--- config.mk ---
export PLATFORM = sky130hd
export DESIGN_NAME = tgp_sqrt
export DESIGN_NICKNAME = d
export VERILOG_FILES = /design/src/sv/truncated_gaussian_polar_core_assert.svh /design/src/sv/tgp_pkg.sv /design/src/sv/tgp_sqrt.sv
export SDC_FILE = /design/constraint.sdc
export NUM_CORES = 2
export LEC_CHECK = 0
export BUFFER_PORTS_ARGS = -buffer_cell sky130_fd_sc_hd__buf_2
export CORE_ASPECT_RATIO = 1.4
export CORE_MARGIN = 1.5
export CORE_UTILIZATION = 56
export CTS_CLUSTER_SIZE = 10
export DETAILED_ROUTE_END_ITERATION = 6
export GPL_ROUTABILITY_DRIVEN = 0
export MAX_ROUTING_LAYER = met4
export PLACE_DENSITY_LB_ADDON = 0.3
export SLEW_MARGIN = 20
export SYNTH_ARGS = -nofsm -noshare
export SYNTH_HDL_FRONTEND = slang
export SYNTH_SLANG_ARGS = --single-unit
--- constraint.sdc ---
create_clock -name i_clk -period 6.8 [get_ports i_clk]
set_input_delay 1.02 -clock i_clk [delete_from_list [all_inputs] [get_ports i_clk]]
set_output_delay 1.02 -clock i_clk [all_outputs]
set_load 0.1 [all_outputs]
--- src/sv/truncated_gaussian_polar_core_assert.svh ---
// ----------------------------------------------------------------------------
// Assertion macros for the truncated Gaussian polar core
// Clocked property checks, with and without a reset disable.
// ----------------------------------------------------------------------------
`ifndef TRUNCATED_GAUSSIAN_POLAR_CORE_ASSERT_SVH
`define TRUNCATED_GAUSSIAN_POLAR_CORE_ASSERT_SVH

`ifndef NO_ASSERTIONS
// check that is off while reset is asserted
`define TGP_ASSERT(lbl, clk, rst_n, prop) \
    lbl: assert property (@(posedge clk) disable iff (!rst_n) prop) \
        else $error("tgp assertion failed");
// check that also holds during reset
`define TGP_ASSERT_ALWAYS(lbl, clk, prop) \
    lbl: assert property (@(posedge clk) prop) \
        else $error("tgp reset assertion failed");
`else
`define TGP_ASSERT(lbl, clk, rst_n, prop)
`define TGP_ASSERT_ALWAYS(lbl, clk, prop)
`endif

`endif

--- src/sv/tgp_pkg.sv ---
// ----------------------------------------------------------------------------
// tgp_pkg
// Shared constants and codes of the truncated Gaussian polar core.
// ----------------------------------------------------------------------------
`default_nettype none

package tgp_pkg;

    localparam int UNIFORM_WIDTH_DEF = 16;
    localparam int LOG_FRAC_BITS     = 24;
    localparam logic [31:0] LN2_Q32  = 32'd2977044472;

    localparam int XM_MAX            = 32767;

    localparam logic signed [15:0] MEAN_RST  = 16'sd0;
    localparam logic [15:0]        STD_RST   = 16'd256;
    localparam logic [14:0]        LIMIT_RST = 15'd32767;

    typedef enum logic [1:0] {
        REG_MEAN        = 2'd0,
        REG_STD_DEV     = 2'd1,
        REG_TRUNC_LIMIT = 2'd2
    } t_reg_idx;

endpackage

`default_nettype wire

--- src/sv/tgp_sqrt.sv ---
// ----------------------------------------------------------------------------
// tgp_sqrt
// Pipelined floor square root of g << 24, one result bit per stage.
// ----------------------------------------------------------------------------
`default_nettype none

module tgp_sqrt import tgp_pkg::*; #(
    parameter int G_W    = 30,
    parameter int SIDE_W = 8,
    localparam int H_W   = (G_W + 25) / 2
) (
    input  wire logic              i_clk,
    input  wire logic              i_rst_n,
    input  wire logic              i_en,
    input  wire logic              i_valid,
    input  wire logic [G_W-1:0]    i_g,
    input  wire logic [SIDE_W-1:0] i_side,
    output logic                   o_valid,
    output logic [H_W-1:0]         o_h,
    output logic [SIDE_W-1:0]      o_side
);

    localparam int T_W = 2 * H_W + 2;

    logic [H_W-1:0]    r_v;
    logic [T_W-1:0]    r_rem  [H_W];
    logic [H_W-1:0]    r_r    [H_W];
    logic [SIDE_W-1:0] r_side [H_W];

    for (genvar j = 0; j < H_W; j++) begin : g_stg
        localparam int B = H_W - 1 - j;
        logic              v_in;
        logic [T_W-1:0]    rem_in;
        logic [H_W-1:0]    r_in;
        logic [SIDE_W-1:0] side_in;
        logic [T_W-1:0]    t;
        logic              ge;
        logic [H_W-1:0]    n_r;

        if (j == 0) begin : g_first
            assign v_in    = i_valid;
            assign rem_in  = T_W'({i_g, 24'd0});
            assign r_in    = '0;
            assign side_in = i_side;
        end else begin : g_next
            assign v_in    = r_v[j-1];
            assign rem_in  = r_rem[j-1];
            assign r_in    = r_r[j-1];
            assign side_in = r_side[j-1];
        end

        // (r + 2^B)^2 - r^2
        assign t  = (T_W'(r_in) << (B + 1)) + (T_W'(1) << (2 * B));
        assign ge = rem_in >= t;

        always_comb begin
            n_r    = r_in;
            n_r[B] = ge;
        end

        always_ff @(posedge i_clk) begin
            if (!i_rst_n) begin
                r_v[j] <= 1'b0;
            end else if (i_en) begin
                r_v[j] <= v_in;
            end
        end

        always_ff @(posedge i_clk) begin
            if (i_en) begin
                r_rem[j]  <= ge ? rem_in - t : rem_in;
                r_r[j]    <= n_r;
                r_side[j] <= side_in;
            end
        end
    end

    assign o_valid = r_v[H_W-1];
    assign o_h     = r_r[H_W-1];
    assign o_side  = r_side[H_W-1];

endmodule

`default_nettype wire

==> flow_summary.ini <==
[run_status]
status = complete, but fails checks
violations = DRC

[yosys]
synth.area.top_cells = edfxtp_1 60%, ha_1 6.1%, xor2_1 3.6%
syn_area_sq_um = 77180
synthMuxAreaShare_pct = 1.229
netlist_top_cells_count = 1546 x edfxtp_1, 493 x inv_1, 445 x nand2_1
yosysTopAreaCell = edfxtp_1
synth_fa_ha_area_share_pct = 6.413
synth_top_area_share_pct = 60.15
postSynthAreaPerCell_sq_um = 12.33
async_reset_ff_share_pct = 0
yosysUniqueCellTypes = 97
yosys_warnings = 0
synthSimpleGateAreaFrac_pct = 11.35
synth_compound_gate_area_share_pct = 10.00
synth_xor_area_share_pct = 7.104
ys_ff_latch = 1573
ys.flop_type = edfxtp_1
yosysMostFrequentCell = edfxtp_1
yosysSeqAreaShare_pct = 60.85
synth-edff-count = 1546
synth_top_family_by_area = simple AND/OR/NAND/NOR gates
netlist_instances = 6257
synth_nets = 6688

[clocking]
cts_buffers = 177
path_clk_slew_ns = 0.05
ctsHoldBuffers = 0
post_cts_resized = 0
cts_max_path_buffers = 3
post-cts-setup-buffers = 0
ctsHtreeMaxLevel = 4
ctsRootBufferMaster = clkbuf_16
numClockSinks = 1573
cts_tree = yes
clock_latency_ns = 0.82

[detailed_routing]
drc = 1
wl_mm = 151.3
drt_iter0_markers = 3042
vias_per_cell = 5.853
dr.pass1.iters = 7
vias = 48480
wl_per_cell_um = 18.26
antenna_left = 0

[place]
placement.io_buffers = 77
placed_area_sq_um = 79800
hpwl_mm = 109.9

[timing]
setup_tns_ns = 0
finalCritPeriodShare_pct = 74.86
skew_ns = 0.05539
finalHoldWorstSlack_ns = 0.3824
rsz0062_at_grt = false
fmax_ghz = 0.1964
relSlewSlack_pct = 17.02
finalSetupViolCount = 0
fin_crit_ns = 5.091
finalHoldViolCount = 0
worst_pin_slew_ns = 1.213
maxSlewViolCount = 0

[pwr]
pwr-share-clk_pct = 31.5
p_leak_nw = 32.03
p_sw_w = 0.007378
p_sw_share_pct = 28.07
peakVddDrop_uv = 300.9
internal_power_w = 0.01890
p_seq_share_pct = 49.3
power_frac_comb_pct = 19.1
powerDensity_nw_per_um2 = 310.2

[layout]
areaGrowthSynthToFinish_pct = 9.779
drive_above_1_share_pct = 6.862
fillCellCount = 10140
finish.instance_area_sq_um = 84730
fin_nets = 6865

[worst_setup_path]
reg2reg_from = r_rem[1][414]$_SDFFCE_PP0P_
timing.rr.end = r_rem[2][54]$_DFFE_PP_
critPathLaunchType = flip-flop
critPathKind = reg2reg
critical_path_required_ns = 7.33
critical_path.max_fanout = 5
r2r_setup_slack_ns = 1.71
end_kind = flip-flop
arrival_ns = 5.63
worst_r2r_path_depth = 11

[run]
maxCapViolCount = 0

[die]
die_height_um = 442.3
die_w_um = 316.8
start_util_pct = 56.26
die_area_sq_um = 140100
fp-row-count = 161
core_area_sq_um = 137200
io_pins = 78

[hold_path]
hp-class = in2reg
hold_depth = 1
holdPathEnd = r_rem[0][47]$_DFFE_PP_
min_from = i_g[23]

[grt]
grt_overflow = 0
grt_pass1_vias = 50040
grt_max_degree = 199
grt_usage_pct = 22.35
grt_pass1_wl_mm = 241.8
antenna_found_initial = 6
-- placed cells by master, fill, tap and decap left out, types with 35 or more instances in the layout --
master | Yosys | final
nor3_1 | 183 | 182
edfxtp_1 | 1546 | 1546
o21a_1 | 70 | 70
ha_1 | 378 | 378
buf_2 | 14 | 76
clkbuf_16 | 0 | 178
mux2_2 | 50 | 50
nor4_1 | 139 | 138
o31ai_1 | 39 | 39
or3_1 | 74 | 74
nor2_1 | 379 | 378
nand2b_1 | 72 | 72
inv_1 | 493 | 493
a211oi_1 | 37 | 35
o21ai_0 | 343 | 343
xor2_1 | 320 | 320
o21bai_1 | 41 | 41
a21oi_1 | 331 | 329
nand3_1 | 88 | 88
or4_1 | 48 | 48
nand2_1 | 445 | 445
nor2b_1 | 75 | 75
a21o_1 | 142 | 142
xnor2_1 | 306 | 306
nand4_1 | 64 | 64
-- how the worst max path moves through the flow --
stage | endpoint | from
6_report | r_rem[2][54]$_DFFE_PP_ | r_rem[1][414]$_SDFFCE_PP0P_
5_1_grt | r_rem[2][54]$_DFFE_PP_ | r_rem[1][414]$_SDFFCE_PP0P_
4_1_cts | r_rem[2][54]$_DFFE_PP_ | r_rem[1][414]$_SDFFCE_PP0P_
3_5_place_dp | r_rem[2][54]$_DFFE_PP_ | r_rem[1][414]$_SDFFCE_PP0P_
3_3_place_gp | r_rem[2][54]$_DFFE_PP_ | r_rem[1][414]$_SDFFCE_PP0P_
2_1_floorplan | r_rem[3][46]$_DFFE_PP_ | r_rem[2][398]$_SDFFCE_PP0P_
-- power groups by stage --
stage	Combinational (W)	Clock (W)	Sequential, W
2_1_floorplan	0.00369	0	0.0129
5_1_grt	0.00557	0.00882	0.0131
4_1_cts	0.00499	0.00847	0.0129
3_3_place_gp	0.00481	0	0.0131
3_5_place_dp	0.00496	0	0.0131
6_report	0.00503	0.00829	0.0130
-- area by class of cell --
class / count / area (sq um) / share of cell area (%)
Multi-Input combinational cell: 4070 / 27970 / 33.01
Timing Repair Buffer: 118 / 795.8 / 0.9392
Sequential cell: 1573 / 46970 / 55.43
Antenna cell: 20 / 50.05 / 0.05907
Clock buffer: 197 / 4526 / 5.342
Inverter: 494 / 1854 / 2.189
Tap cell: 1793 / 2243 / 2.648
Clock inverter: 18 / 324.1 / 0.3825
-- layer usage --
metal	track usage [%]	share of wire, %	vias to the layer above	routed length, um
met3	3.201	3.3	559	5034
met2	43.47	57	1172	86560
met1	19.26	33	23380	49510
met4	14.50	6.7	0	10140
li1	-	-	23380	-
met5	-	0	-	0
-- state kept, by name (all words and copies together), names as in the netlist --
signal / cells
r_rem: 952
r_r: 378
r_side: 216
g_stg.v_in: 26
o_valid: 1
-- cell families after synthesis --
kind of cell             Yosys count
AND/OR/NAND/NOR                 1740
flip-flops                      1573
AO/OA/AOI/OAI                   1226
XOR/XNOR                         626
buffers and inverters            614
adder cells (fa/ha/maj)          389
multiplexers                      88
other                              1
-- stage by stage --
step                      setup WS [ns]  total power (W)  instances  utilization [%]
after global placement            1.903          0.01790       8048            58.17
after floorplan                   2.975          0.01658       6257                -
after global routing              1.493          0.02747       8283            61.76
final                             1.710          0.02628       8283            61.76
after detailed placement          1.850          0.01809       8048            58.17
after CTS                         1.812          0.02640       8263            61.71
-- critical path, stage by stage (launching register included) --
cell and delay (ns):
edfxtp_1 0.47, ha_1 0.29, fa_1 0.44, a211oi_1 0.36, o21ai_0 0.23, a2111oi_0 1.06, o31ai_1 0.15, a21o_1 0.25
a41oi_1 0.46, nor3b_1 0.62, nor4bb_1 0.36, xor2_1 0.12
Note: power is estimated with default switching activity, not from simulation.
